**src/dtp_pkg.sv**
```systemverilog
// Shared types, constants and helper functions for the date text parser.
// No dependencies; imported by every module of the block.
`timescale 1ns / 1ps

package dtp_pkg;

    // Width of the saturating number accumulators
    localparam int NUMBER_WIDTH = 16;
    localparam int ACC_W        = NUMBER_WIDTH + 4;
    localparam int OUT_W        = 16;
    localparam int QUEUE_DEPTH  = 2;

    typedef logic [NUMBER_WIDTH-1:0] t_num;
    typedef logic [OUT_W-1:0]        t_out;

    localparam t_num NUM_MAX   = {NUMBER_WIDTH{1'b1}};
    localparam t_num DAY_LIMIT = NUMBER_WIDTH'(31);
    localparam t_num MON_LIMIT = NUMBER_WIDTH'(12);

    localparam logic [7:0] CH_SLASH = 8'h2F;
    localparam logic [7:0] CH_DASH  = 8'h2D;
    localparam logic [7:0] CH_COMMA = 8'h2C;
    localparam logic [7:0] CH_DOT   = 8'h2E;
    localparam logic [7:0] CH_ZERO  = 8'h30;
    localparam logic [7:0] CH_NINE  = 8'h39;
    localparam logic [7:0] CH_UP_A  = 8'h41;
    localparam logic [7:0] CH_UP_Z  = 8'h5A;
    localparam logic [7:0] CASE_BIT = 8'h20;

    localparam logic [8*36-1:0] MONTH_TEXT = "JanFebMarAprMayJunJulAugSepOctNovDec";

    typedef enum logic [1:0] {
        DELIM_NONE = 2'd0,
        DELIM_AMER = 2'd1,
        DELIM_EURO = 2'd2
    } t_delim;

    // One classified character, passed from front to back
    typedef struct packed {
        logic       is_digit;
        logic [3:0] digit;
        t_delim     delim;
        logic [3:0] month;
        logic       last;
    } t_tok;

    // Final state of one string, held for resolution
    typedef struct packed {
        logic [3:0] month;
        logic [1:0] count;
        t_num       n1;
        t_num       n2;
        t_num       n3;
        t_delim     delim;
    } t_snap;

    function automatic logic [7:0] fold(input logic [7:0] c);
        logic [7:0] r;
        r = c;
        if (c >= CH_UP_A && c <= CH_UP_Z) begin
            r = c | CASE_BIT;
        end
        return r;
    endfunction

    // Month number 1..12 for a three-letter name in any case, 0 for none
    function automatic logic [3:0] month_of(input logic [7:0] a, input logic [7:0] b,
                                            input logic [7:0] c);
        logic [3:0] r;
        r = 4'd0;
        for (int j = 11; j >= 0; j--) begin
            if (fold(a) == fold(MONTH_TEXT[8*(35-3*j) +: 8]) &&
                fold(b) == fold(MONTH_TEXT[8*(34-3*j) +: 8]) &&
                fold(c) == fold(MONTH_TEXT[8*(33-3*j) +: 8])) begin
                r = 4'(j + 1);
            end
        end
        return r;
    endfunction

endpackage

```
**src/dtp_front.sv**
```systemverilog
// Front end: accepts characters and classifies them into tokens.
// Depends on dtp_pkg; feeds dtp_queue.
`timescale 1ns / 1ps

module dtp_front (
    input  logic          i_clk,
    input  logic          i_rst_n,
    input  logic          i_valid,
    input  logic [7:0]    i_ch,
    input  logic          i_last,
    input  logic          i_full,
    output logic          o_stall,
    output logic          o_push,
    output dtp_pkg::t_tok o_tok
);
    import dtp_pkg::*;

    logic [15:0] r_recent;
    logic [15:0] n_recent;

    assign o_stall = i_full;
    assign o_push  = i_valid && !i_full;

    always_comb begin
        o_tok.is_digit = (i_ch inside {[CH_ZERO:CH_NINE]});
        o_tok.digit    = 4'(i_ch - CH_ZERO);
        o_tok.last     = i_last;
        o_tok.month    = month_of(r_recent[15:8], r_recent[7:0], i_ch);
        case (i_ch)
            CH_SLASH, CH_DASH: o_tok.delim = DELIM_AMER;
            CH_COMMA, CH_DOT:  o_tok.delim = DELIM_EURO;
            default:           o_tok.delim = DELIM_NONE;
        endcase
    end

    // Shift in the character; clear history at end of string
    always_comb begin
        n_recent = r_recent;
        if (o_push) begin
            n_recent = i_last ? 16'd0 : {r_recent[7:0], i_ch};
        end
    end

    always_ff @(posedge i_clk) begin
        if (!i_rst_n) begin
            r_recent <= 16'd0;
        end else begin
            r_recent <= n_recent;
        end
    end

endmodule

```
**src/dtp_queue.sv**
```systemverilog
// Short token queue between front and back ends.
// Depends on dtp_pkg for the token type.
`timescale 1ns / 1ps

module dtp_queue (
    input  logic          i_clk,
    input  logic          i_rst_n,
    input  logic          i_push,
    input  dtp_pkg::t_tok i_tok,
    input  logic          i_pop,
    output logic          o_full,
    output logic          o_avail,
    output dtp_pkg::t_tok o_tok
);
    import dtp_pkg::*;

    localparam int PTR_W = $clog2(QUEUE_DEPTH);

    t_tok             r_mem [QUEUE_DEPTH];
    logic [PTR_W-1:0] r_wr;
    logic [PTR_W-1:0] r_rd;
    logic [PTR_W:0]   r_cnt;

    assign o_full  = (r_cnt == (PTR_W+1)'(QUEUE_DEPTH));
    assign o_avail = (r_cnt != '0);
    assign o_tok   = r_mem[r_rd];

    always_ff @(posedge i_clk) begin
        if (i_push) begin
            r_mem[r_wr] <= i_tok;
        end
    end

    always_ff @(posedge i_clk) begin
        if (!i_rst_n) begin
            r_wr  <= '0;
            r_rd  <= '0;
            r_cnt <= '0;
        end else begin
            if (i_push) begin
                r_wr <= (r_wr == PTR_W'(QUEUE_DEPTH-1)) ? '0 : r_wr + 1'b1;
            end
            if (i_pop) begin
                r_rd <= (r_rd == PTR_W'(QUEUE_DEPTH-1)) ? '0 : r_rd + 1'b1;
            end
            r_cnt <= r_cnt + (PTR_W+1)'(i_push) - (PTR_W+1)'(i_pop);
        end
    end

endmodule

```
**src/dtp_back.sv**
```systemverilog
// Back end: number capture, month and delimiter tracking, date resolution.
// Depends on dtp_pkg; drains dtp_queue and drives the result channel.
`timescale 1ns / 1ps

module dtp_back (
    input  logic          i_clk,
    input  logic          i_rst_n,
    input  logic          i_avail,
    input  dtp_pkg::t_tok i_tok,
    output logic          o_pop,
    input  logic          i_stall,
    output logic          o_valid,
    output logic [15:0]   o_year,
    output logic [15:0]   o_month,
    output logic [15:0]   o_day,
    output logic          o_valid_res
);
    import dtp_pkg::*;

    logic [3:0] r_mon, n_mon;
    logic [1:0] r_cnt, n_cnt;
    t_num       r_n1, r_n2, r_n3, n_n1, n_n2, n_n3;
    logic       r_in_dig, n_in_dig;
    t_delim     r_delim, n_delim;
    logic       r_capt, n_capt;

    t_snap      r_snap;
    logic       r_snap_v;
    logic       snap_move;
    logic       snap_free;

    logic       r_out_v;
    t_out       r_year, r_month, r_day;
    logic       r_ok;
    t_out       res_year, res_month, res_day;
    logic       res_ok;
    logic       out_free;

    t_num             acc_in;
    logic [ACC_W-1:0] acc_full;
    t_num             acc_sat;

    assign out_free  = !r_out_v || !i_stall;
    assign snap_move = r_snap_v && out_free;
    assign snap_free = !r_snap_v || snap_move;
    assign o_pop     = i_avail && (!i_tok.last || snap_free);

    assign o_valid     = r_out_v;
    assign o_year      = r_year;
    assign o_month     = r_month;
    assign o_day       = r_day;
    assign o_valid_res = r_ok;

    // Per-token state update
    always_comb begin
        n_mon    = r_mon;
        n_cnt    = r_cnt;
        n_n1     = r_n1;
        n_n2     = r_n2;
        n_n3     = r_n3;
        n_in_dig = r_in_dig;
        n_delim  = r_delim;
        n_capt   = r_capt;
        acc_in   = '0;
        acc_full = '0;
        acc_sat  = '0;
        if (o_pop) begin
            if (r_mon == 4'd0) begin
                n_mon = i_tok.month;
            end
            if (i_tok.is_digit) begin
                if (!r_in_dig) begin
                    if (r_cnt != 2'd3) begin
                        n_cnt  = r_cnt + 2'd1;
                        n_capt = 1'b1;
                    end else begin
                        n_capt = 1'b0;
                    end
                end
                case (n_cnt)
                    2'd1:    acc_in = r_n1;
                    2'd2:    acc_in = r_n2;
                    default: acc_in = r_n3;
                endcase
                acc_full = ({4'd0, acc_in} << 3) + ({4'd0, acc_in} << 1)
                           + ACC_W'(i_tok.digit);
                acc_sat  = (acc_full > ACC_W'(NUM_MAX)) ? NUM_MAX
                                                          : acc_full[NUMBER_WIDTH-1:0];
                if (n_capt) begin
                    case (n_cnt)
                        2'd1:    n_n1 = acc_sat;
                        2'd2:    n_n2 = acc_sat;
                        default: n_n3 = acc_sat;
                    endcase
                end
            end else begin
                n_capt = 1'b0;
                if (r_cnt == 2'd1 && r_delim == DELIM_NONE) begin
                    n_delim = i_tok.delim;
                end
            end
            n_in_dig = i_tok.is_digit;
        end
    end

    always_ff @(posedge i_clk) begin
        if (!i_rst_n || (o_pop && i_tok.last)) begin
            r_mon    <= 4'd0;
            r_cnt    <= 2'd0;
            r_n1     <= '0;
            r_n2     <= '0;
            r_n3     <= '0;
            r_in_dig <= 1'b0;
            r_delim  <= DELIM_NONE;
            r_capt   <= 1'b0;
        end else begin
            r_mon    <= n_mon;
            r_cnt    <= n_cnt;
            r_n1     <= n_n1;
            r_n2     <= n_n2;
            r_n3     <= n_n3;
            r_in_dig <= n_in_dig;
            r_delim  <= n_delim;
            r_capt   <= n_capt;
        end
    end

    // Hold the final state of a string until the output register takes it
    always_ff @(posedge i_clk) begin
        if (o_pop && i_tok.last) begin
            r_snap.month <= n_mon;
            r_snap.count <= n_cnt;
            r_snap.n1    <= n_n1;
            r_snap.n2    <= n_n2;
            r_snap.n3    <= n_n3;
            r_snap.delim <= n_delim;
        end
    end

    always_ff @(posedge i_clk) begin
        if (!i_rst_n) begin
            r_snap_v <= 1'b0;
        end else if (o_pop && i_tok.last) begin
            r_snap_v <= 1'b1;
        end else if (snap_move) begin
            r_snap_v <= 1'b0;
        end
    end

    // Resolve year, month and day from the held state
    always_comb begin
        res_year  = '0;
        res_month = '0;
        res_day   = '0;
        res_ok    = 1'b0;
        if (r_snap.month != 4'd0) begin
            if (r_snap.count >= 2'd2) begin
                res_ok    = 1'b1;
                res_month = OUT_W'(r_snap.month);
                if (r_snap.n1 > DAY_LIMIT && r_snap.n2 <= DAY_LIMIT) begin
                    res_year = OUT_W'(r_snap.n1);
                    res_day  = OUT_W'(r_snap.n2);
                end else begin
                    res_year = OUT_W'(r_snap.n2);
                    res_day  = OUT_W'(r_snap.n1);
                end
            end else if (r_snap.count == 2'd1 && r_snap.n1 > DAY_LIMIT) begin
                res_ok    = 1'b1;
                res_year  = OUT_W'(r_snap.n1);
                res_month = OUT_W'(r_snap.month);
                res_day   = OUT_W'(1);
            end
        end else if (r_snap.count == 2'd3) begin
            if (r_snap.n1 > DAY_LIMIT && r_snap.n3 <= DAY_LIMIT) begin
                res_ok    = 1'b1;
                res_year  = OUT_W'(r_snap.n1);
                res_month = OUT_W'(r_snap.n2);
                res_day   = OUT_W'(r_snap.n3);
            end else if (r_snap.n3 > DAY_LIMIT && r_snap.n1 <= DAY_LIMIT &&
                         r_snap.n1 > MON_LIMIT && r_snap.n2 <= MON_LIMIT) begin
                res_ok    = 1'b1;
                res_year  = OUT_W'(r_snap.n3);
                res_month = OUT_W'(r_snap.n2);
                res_day   = OUT_W'(r_snap.n1);
            end else if (r_snap.n3 > DAY_LIMIT && r_snap.n1 <= DAY_LIMIT &&
                         r_snap.n2 > MON_LIMIT && r_snap.n1 <= MON_LIMIT) begin
                res_ok    = 1'b1;
                res_year  = OUT_W'(r_snap.n3);
                res_month = OUT_W'(r_snap.n1);
                res_day   = OUT_W'(r_snap.n2);
            end else if (r_snap.delim == DELIM_AMER) begin
                res_ok    = 1'b1;
                res_year  = OUT_W'(r_snap.n3);
                res_month = OUT_W'(r_snap.n1);
                res_day   = OUT_W'(r_snap.n2);
            end else if (r_snap.delim == DELIM_EURO) begin
                res_ok    = 1'b1;
                res_year  = OUT_W'(r_snap.n3);
                res_month = OUT_W'(r_snap.n2);
                res_day   = OUT_W'(r_snap.n1);
            end
        end else if (r_snap.count != 2'd0) begin
            res_ok    = 1'b1;
            res_year  = OUT_W'(r_snap.n1);
            res_month = OUT_W'(1);
            res_day   = OUT_W'(1);
        end
    end

    always_ff @(posedge i_clk) begin
        if (snap_move) begin
            r_year  <= res_year;
            r_month <= res_month;
            r_day   <= res_day;
            r_ok    <= res_ok;
        end
    end

    always_ff @(posedge i_clk) begin
        if (!i_rst_n) begin
            r_out_v <= 1'b0;
        end else if (snap_move) begin
            r_out_v <= 1'b1;
        end else if (!i_stall) begin
            r_out_v <= 1'b0;
        end
    end

endmodule

```
**src/date_text_parser.sv**
```systemverilog
// Date text parser: one character per cycle in unless o_stall is high, one date
// result per string out. A last character passes the queue, string snapshot and
// output register. Tokens drain one per cycle unless the snapshot is busy.
// Reset: synchronous active low; clears queue, string state and output valid.
// Depends on dtp_pkg, dtp_front, dtp_queue and dtp_back.
`timescale 1ns / 1ps

module date_text_parser (
    input  logic        i_clk,
    input  logic        i_rst_n,
    // character channel
    input  logic        i_valid,
    output logic        o_stall,
    input  logic [7:0]  i_ch,
    input  logic        i_last,
    // result channel
    output logic        o_valid,
    input  logic        i_stall,
    output logic [15:0] o_year,
    output logic [15:0] o_month,
    output logic [15:0] o_day,
    output logic        o_valid_res
);
    import dtp_pkg::*;

    // Tokens from the classifier into the queue
    t_tok push_tok;
    logic push;
    logic q_full;

    // Tokens from the queue into the back end
    t_tok pop_tok;
    logic q_avail;
    logic pop;

    // Classify each item: digit value, delimiter class and month-name match
    // over the last three characters. Stall only when the queue is full.
    dtp_front u_front (
        .i_clk   (i_clk),
        .i_rst_n (i_rst_n),
        .i_valid (i_valid),
        .i_ch    (i_ch),
        .i_last  (i_last),
        .i_full  (q_full),
        .o_stall (o_stall),
        .o_push  (push),
        .o_tok   (push_tok)
    );

    // Decouple the front from the back so each side can stall on its own
    dtp_queue u_queue (
        .i_clk   (i_clk),
        .i_rst_n (i_rst_n),
        .i_push  (push),
        .i_tok   (push_tok),
        .i_pop   (pop),
        .o_full  (q_full),
        .o_avail (q_avail),
        .o_tok   (pop_tok)
    );

    // Capture numbers, resolve the date on the last token and hold the
    // result in an output register while the next string streams in
    dtp_back u_back (
        .i_clk       (i_clk),
        .i_rst_n     (i_rst_n),
        .i_avail     (q_avail),
        .i_tok       (pop_tok),
        .o_pop       (pop),
        .i_stall     (i_stall),
        .o_valid     (o_valid),
        .o_year      (o_year),
        .o_month     (o_month),
        .o_day       (o_day),
        .o_valid_res (o_valid_res)
    );

endmodule
```
**config.mk**
```make
export PLATFORM = sky130hd
export DESIGN_NAME = date_text_parser
export DESIGN_NICKNAME = d
export VERILOG_FILES = /design/src/dtp_pkg.sv /design/src/dtp_front.sv /design/src/dtp_queue.sv /design/src/dtp_back.sv /design/src/date_text_parser.sv
export SDC_FILE = /design/constraint.sdc
export NUM_CORES = 1
export LEC_CHECK = 0
export ABC_AREA = 1
export BUFFER_PORTS_ARGS = -buffer_cell sky130_fd_sc_hd__buf_2
export CORE_AREA = 2 2 166 168
export CTS_BUF_LIST = sky130_fd_sc_hd__clkbuf_4 sky130_fd_sc_hd__clkbuf_8
export DETAILED_ROUTE_END_ITERATION = 6
export DIE_AREA = 0 0 168 170
export PLACE_DENSITY = 0.74
export REMOVE_ABC_BUFFERS = 1
export SLEW_MARGIN = 20
export SYNTH_ARGS = -nofsm -noshare
export SYNTH_HDL_FRONTEND = slang
export SYNTH_HIERARCHICAL = 1
export SYNTH_SLANG_ARGS = --single-unit
```
**constraint.sdc**
```tcl
create_clock -name i_clk -period 3.95 [get_ports i_clk]
set_input_delay 0.395 -clock i_clk [delete_from_list [all_inputs] [get_ports i_clk]]
set_output_delay 0.395 -clock i_clk [all_outputs]
set_load 0.05 [all_outputs]
```
# Word level (Yosys, flattened, before mapping)
# Memories as Yosys holds them, arrays and structs flattened. A register that Yosys moved wholly into a read port is not among the register bits.
# Cells that the tools add are included.
# word_totals
in_bits,13
memories,1
ram_bits,24
ff_bits,185
wordCells,248
output_inout_bits,51
# op_classes
n_reduce_logical,58
magnitude_cmp,19
n_addsub,8
eq_ne,38
mux,100
# mem_list
name,depth,word_bits,read_ports,rd_ports_with_merged_regs,wr,line_no,source
u_queue.r_mem,2,12,1,1,1,dtp_queue.sv:19,t_tok r_mem [QUEUE_DEPTH];
# op_table
op,n
$mux 16,44
$eq 8x7->1 const B,24
$mux 4,15
$le 16x5->1 const B,3
$logic_and 1x1->1,39
$eq 8x6->1 const B,4
$gt 16x4->1 const B,2
$gt 16x5->1 const B,2
$le 16x4->1 const B,2
$pmux 16 s2,1
$mux 1,27
$ge 8x7->1 const B,3
$le 8x7->1 const B,3
$add 19x17->20,1
$add 20x4->20,1
$gt 20x16->1 const B,1
$mux 2,9
$mux 6,3
$eq 2x1->1 const B,4
$eq 2x2->1 const B,4
$ge 8x6->1 const B,1
$le 8x6->1 const B,1
$logic_not 1->1,6
$reduce_bool 2->1,3
other kinds (14),20

# Logic depth before layout (Yosys ltp)
# depth
word_depth,19
ltp_mapped,30
mapped_depth_nobuf,26

# Modules after synthesis
# The synthesis kept the hierarchy.
# modules_own_cells
mod,cells_each,seq_area_each_um2,n_inst,area_each_um2
dtp_back,1169,4354.2,1,9427.8
dtp_front,223,320.3,1,1355.0
dtp_queue,70,820.8,1,1129.8

# Least setup slack after synthesis
# No wires, ideal clock.
# synth_path
kind,register to register
startpoint,register u_back.r_in_dig
endpoint,register u_back/r_snap[22] in the netlist's numbering (data pin)
setup_ps,251
t_required_ps,3699
stages_incl_launch_ff,26
n_path_buf,4
arrival_time_ps,3795
path_slack_ps,-96
period_less_slack_ps,4046
cell_sequence,dfxtp_1 > inv_1 > o21ai_0 > inv_1 > ha_1 > clkbuf_1 > clkbuf_1 > a221o_1 > o21ai_0 > inv_1 > fa_1 > fa_1 > nand3_1 > nand2_1 > nand3_1 > nand2_1 > nand2_1 > nand2_1 > nand2_1 > nand2_1 > nor2_2 > buf_4 > buf_6 > nand4_1 > nand2_1 > inv_1
# synth_via
elab_chain_len,15
elab_cells_between_ends,19
cone_classes,2 x add/sub; 1 x order compare; 2 x eq/ne; 14 x mux
# synth_rtl
item,line_no,source
start: declaration,dtp_back.sv:23,"logic r_in_dig, n_in_dig;"
start signal: assignment,dtp_back.sv:122,r_in_dig <= n_in_dig;
$mux 2,dtp_back.sv:72,if (!r_in_dig) begin
$mux 2,dtp_back.sv:71,if (i_tok.is_digit) begin
$mux 2,dtp_back.sv:67,if (o_pop) begin
$eq 2x2->1 / $eq 2x1->1 (equally long branches),"dtp_back.sv:80, dtp_back.sv:90",
$pmux 16 s2,dtp_back.sv:80,case (n_cnt)
$mux 16,dtp_back.sv:71,
$mux 16,dtp_back.sv:67,
$add 19x17->20,dtp_back.sv:85,"acc_full = ({4'd0, acc_in} << 3) + ({4'd0, acc_in} << 1)"
$add 20x4->20,dtp_back.sv:86,+ ACC_W'(i_tok.digit);
$gt 20x16->1,dtp_back.sv:87,acc_sat = (acc_full > ACC_W'(NUM_MAX)) ? NUM_MAX
$mux 16,dtp_back.sv:87,
$mux 16,dtp_back.sv:90,case (n_cnt)
$mux 16 (*),dtp_back.sv:89,if (n_capt) begin
$mux 16 (*),dtp_back.sv:71,
$mux 16 (*),dtp_back.sv:67,
net u_back.n_n2[4],dtp_back.sv:22,"t_num r_n1, r_n2, r_n3, n_n1, n_n2, n_n3;"
end: declaration,dtp_back.sv:27,t_snap r_snap;
# Mark *: on every way through the listed nets, which the timed path passes. The rest lies on a longest branch. The select of a mux whose other input is x is not followed.
# A chain may end at the register's enable or synchronous reset.

# Worst setup path after layout
# layout_path
startpoint,register u_back.r_cnt[0]
endpoint,register u_back/r_snap[21] in the netlist's numbering (data pin)
# layout_via
elab_chain_len,17
elab_cells_between_ends,23
cone_classes,3 x add/sub; 1 x order compare; 3 x eq/ne; 16 x mux
# layout_rtl
item,line_no,source
start: declaration,dtp_back.sv:21,"logic [1:0] r_cnt, n_cnt;"
start signal: assignment,dtp_back.sv:118,r_cnt <= n_cnt;
$add 2x1->2 / $ne 2x2->1 (equally long branches),"dtp_back.sv:74, dtp_back.sv:73",
$mux 2,dtp_back.sv:73,if (r_cnt != 2'd3) begin
$mux 2,dtp_back.sv:72,
$mux 2,dtp_back.sv:71,
$mux 2,dtp_back.sv:67,
$eq 2x2->1 / $eq 2x1->1 (equally long branches),"dtp_back.sv:80, dtp_back.sv:90",
$pmux 16 s2,dtp_back.sv:80,
$mux 16,dtp_back.sv:71,
[2 not listed],-,
$add 20x4->20,dtp_back.sv:86,
$gt 20x16->1,dtp_back.sv:87,
$mux 16,dtp_back.sv:87,
$mux 16,dtp_back.sv:90,
$mux 16 (*),dtp_back.sv:89,
$mux 16 (*),dtp_back.sv:71,
$mux 16 (*),dtp_back.sv:67,
net u_back.n_n2[3],dtp_back.sv:22,
# Marks and branches as above.

==> impl_metrics.yaml <==
run_status:
  status: "finished, violations left"
  violations: "DRC, setup timing"
timing:
  slew_headroom: 0.351
  maxSlewViolCount: 0
  post-route-period-util: 1.00
  final.min_clock_period_ns: 3.96
  worst_pin_slew_ns: 0.969
  rsz0062_at_grt: "true"
  setup_viol: 1
  fin_skew_ns: 0.0448
  max_freq_mhz: 253
  hold_viol_final: 0
  layout_setup_ws_ns: -0.00803
final_layout:
  fin_nets: 1658
  drive_gt1_frac: 0.256
  final.fill_count: 2257
  syn_to_final_growth_pct: 22.1
  fin_area_um2: 14500
  utilization: 0.546
  regArea_um2: 5500
  multi_input_area_um2: 5820
  diodes: 0
setup_path:
  crit_family: "buffers and inverters"
  worst-path-buf-inv: 9
  reg2reg_depth: 23
  critPathMostFrequentCell: "ha_4"
  cp_max_fo: 13
  cp-start-kind: "flip-flop"
  cp_slowest_cell: "a221o_1"
  path_class: "flip-flop to flip-flop"
  max_stage_delay_ns: 0.35
  crit_arrival_ns: 4.25
  r2r_setup_slack_ns: -0.008
  path_cells: "inv_4 > buf_6 > o21ai_4 > inv_2 > ha_4 > buf_6 > a221o_1 > o21ai_0 > inv_1 > ha_4 > ha_4 > nand2_1 > buf_4 > nor3_1 > o21ai_1 > nand3_1 > nand2_2 > nor2_4 > buf_12 > clkbuf_16 > nand4_1 > nand2_1 > inv_1"
  r2r_start: "u_back/r_cnt[0]"
  timing.rr.end: "u_back/r_snap[21]"
  required_ns: 4.24
  critPathCaptureType: "flip-flop"
route:
  drtIter0Drc: 959
  postRouteAntennaNets: 0
  post_drt_via_cell_ratio: 5.48
  drt-total-wl_mm: 33.0
  vias: 10800
  wl_per_cell_um: 16.7
  dr.pass1.iters: 7
  detail_route.drc_violations: 3
yosys:
  synth_top_cell_by_area: "edfxtp_1"
  yosysMostFrequentCell: "nand2_1"
  seq_area_frac_synth: 0.461
  yosysTopAreaCellShare: 0.325
  synthArstFlopShare: 0
  synth_common_cells: "288 x nand2_1, 194 x inv_1, 140 x nor2_1, 129 x edfxtp_1, 89 x a21oi_1"
  synth_cell_types: 53
  synthesis.area_um2: 11900
  yosys_warnings: 6
  ys_ff_latch: 210
  synth_edf_count: 129
  syn_avg_cell_area_um2: 8.15
  synthCells: 1462
  synth_ff_type: "edfxtp_1"
  synthTopCellsByArea: "edfxtp_1 33%, dfxtp_1 14%, nand2_1 9.1%, inv_1 6.1%, nor2_1 4.4%"
floorplanning:
  initial_utilization: 0.447
  die_h_um: 170
  io_pins: 64
  design.core.area_um2: 26700
  core.rowCount: 60
  dieArea_um2: 28600
  die_x_um: 168
hold_path:
  min_to: "u_queue/r_mem[1][0]"
  holdPathStages: 1
  min_from: "i_last"
  hold_path.class: "input pin to flip-flop"
place:
  hpwl_mm: 21.8
  gp_congestion: 0.959
  portBuffers: 63
  place_worst_setup_slack_ns: -0.184
  placed_cell_area_um2: 12900
cts:
  path_clk_slew_ns: 0.07
  htreeDepth: 2
  cts_made_buffers: 35
  cts_root_buf: "clkbuf_8"
  tritoncts: "built"
  worstSkewPairLatency_ns: 0.54
  cts_buffer_depth: 3
  cts.sinks: 210
  cts-hold-fix-buffers: 0
grt:
  grt_pass1_wl_mm: 50.9
  antenna_found_initial: 0
  grt_max_degree: 59
  grt_overflow_total: 0
  gr-usage-all-layers: 0.218
  first_global_vias: 10100
flow_run:
  drv_cap: 0
-- layout by cell type (no fill, tap or decap), drive strengths merged, types with 3 or more instances in the layout --
cell      synthesis  routed
xor2              4       4
dfxtp            81      81
o211ai            4       4
a32oi             3       3
o21a              3       3
or2              52      52
xnor2             6       6
buf              39     168
a31oi             7       7
clkbuf           24      51
a221o            15      15
inv             211     211
o21bai            8       8
ha               37      37
a21oi            89      89
nand4            62      62
o21ai            83      83
a21boi            3       3
a211oi           13      13
nor4              6       6
o311ai            5       5
edfxtp          129     129
nand3            86      86
nand2           296     296
nor3             21      21
clkinv            0       8
nor2            152     152
mux2             12      12
clkinvlp          0       4
-- per-layer routing --
layer,vias to the layer above,GRT usage,wire length [um]
li1,5213,-,-
met1,4986,0.280,13800
met2,520,0.370,15800
met3,89,0.0340,2270
met4,0,0.0900,1130
met5,-,0,0
-- cell type report --
class,instances,area share
clock buffer,49,0.0416
clock inverter,13,0.00654
inverter,211,0.0548
multi-input combinational,978,0.400
sequential,210,0.378
tap,341,0.0293
timing repair buffer,170,0.0894
-- stage by stage --
| step | instances | TNS, ns | hold WS [ns] |
|---|---|---|---|
| 2_1_floorplan | 1399 | -97.43 | 0.445 |
| 3_3_place_gp | 1870 | -3.35 | 0.461 |
| 3_5_place_dp | 1870 | -8.70 | 0.471 |
| 4_1_cts | 1964 | 0 | 0.0824 |
| 5_1_grt | 1972 | -6.76 | 0.0862 |
| 6_report | 1972 | -0.00803 | 0.102 |
-- registers in the layout, summed over array words and instances, names as in the netlist, named ones only --
signal and count:
u_back/o_day 16, u_back/o_month 16, u_back/o_valid 1, u_back/o_valid_res 1, u_back/o_year 16, u_back/r_capt 1
u_back/r_cnt 2, u_back/r_delim 2, u_back/r_in_dig 1, u_back/r_mon 4, u_back/r_n1 16, u_back/r_n2 16
u_back/r_n3 16, u_back/r_snap 56, u_back/r_snap_v 1, u_front/r_recent 16, u_queue/r_cnt 2, u_queue/r_mem 24
u_queue/r_rd 1, u_queue/r_wr 1
-- repair_timing --
action,in CTS,in global routing
gates cloned,4,3
endpoints found under the setup margin,87,98
pin swaps,10,40
buffers inserted,28,10
resized for setup,37,84
-- logic make-up (layout without fill, tap and decap cells) --
| family | count (synthesis) | count (layout) | share of synthesized area |
|---|---|---|---|
| and+or+nand+nor | 676 | 676 | 0.260 |
| buffers and inverters | 274 | 443 | 0.0954 |
| AOI/OAI and AO/OA | 241 | 241 | 0.120 |
| DFF | 210 | 210 | 0.461 |
| adders and majority gates | 39 | 39 | 0.0422 |
| muxes | 12 | 12 | 0.0145 |
| xor gates and xnor gates | 10 | 10 | 0.00735 |
-- worst max-delay path by stage --
stage	slack, ns	to	from	cells past startpoint
after global routing	-0.17	u_back/r_snap[30]	u_back/r_cnt[0]	26
after detailed placement	-0.18	u_back/r_snap[32]	u_back/r_in_dig	23
after floorplan	-1.06	u_back/r_snap[10]	u_back/r_cnt[0]	21
after CTS	0.003	u_back/r_snap[48]	u_back/r_cnt[0]	25
final	-0.008	u_back/r_snap[21]	u_back/r_cnt[0]	23
after global placement	-0.11	u_back/r_snap[48]	u_back/r_cnt[0]	26
Power is left out: the tool's default activity adds up to more than one toggle a clock period on the data nets, which glitch-free logic cannot reach.
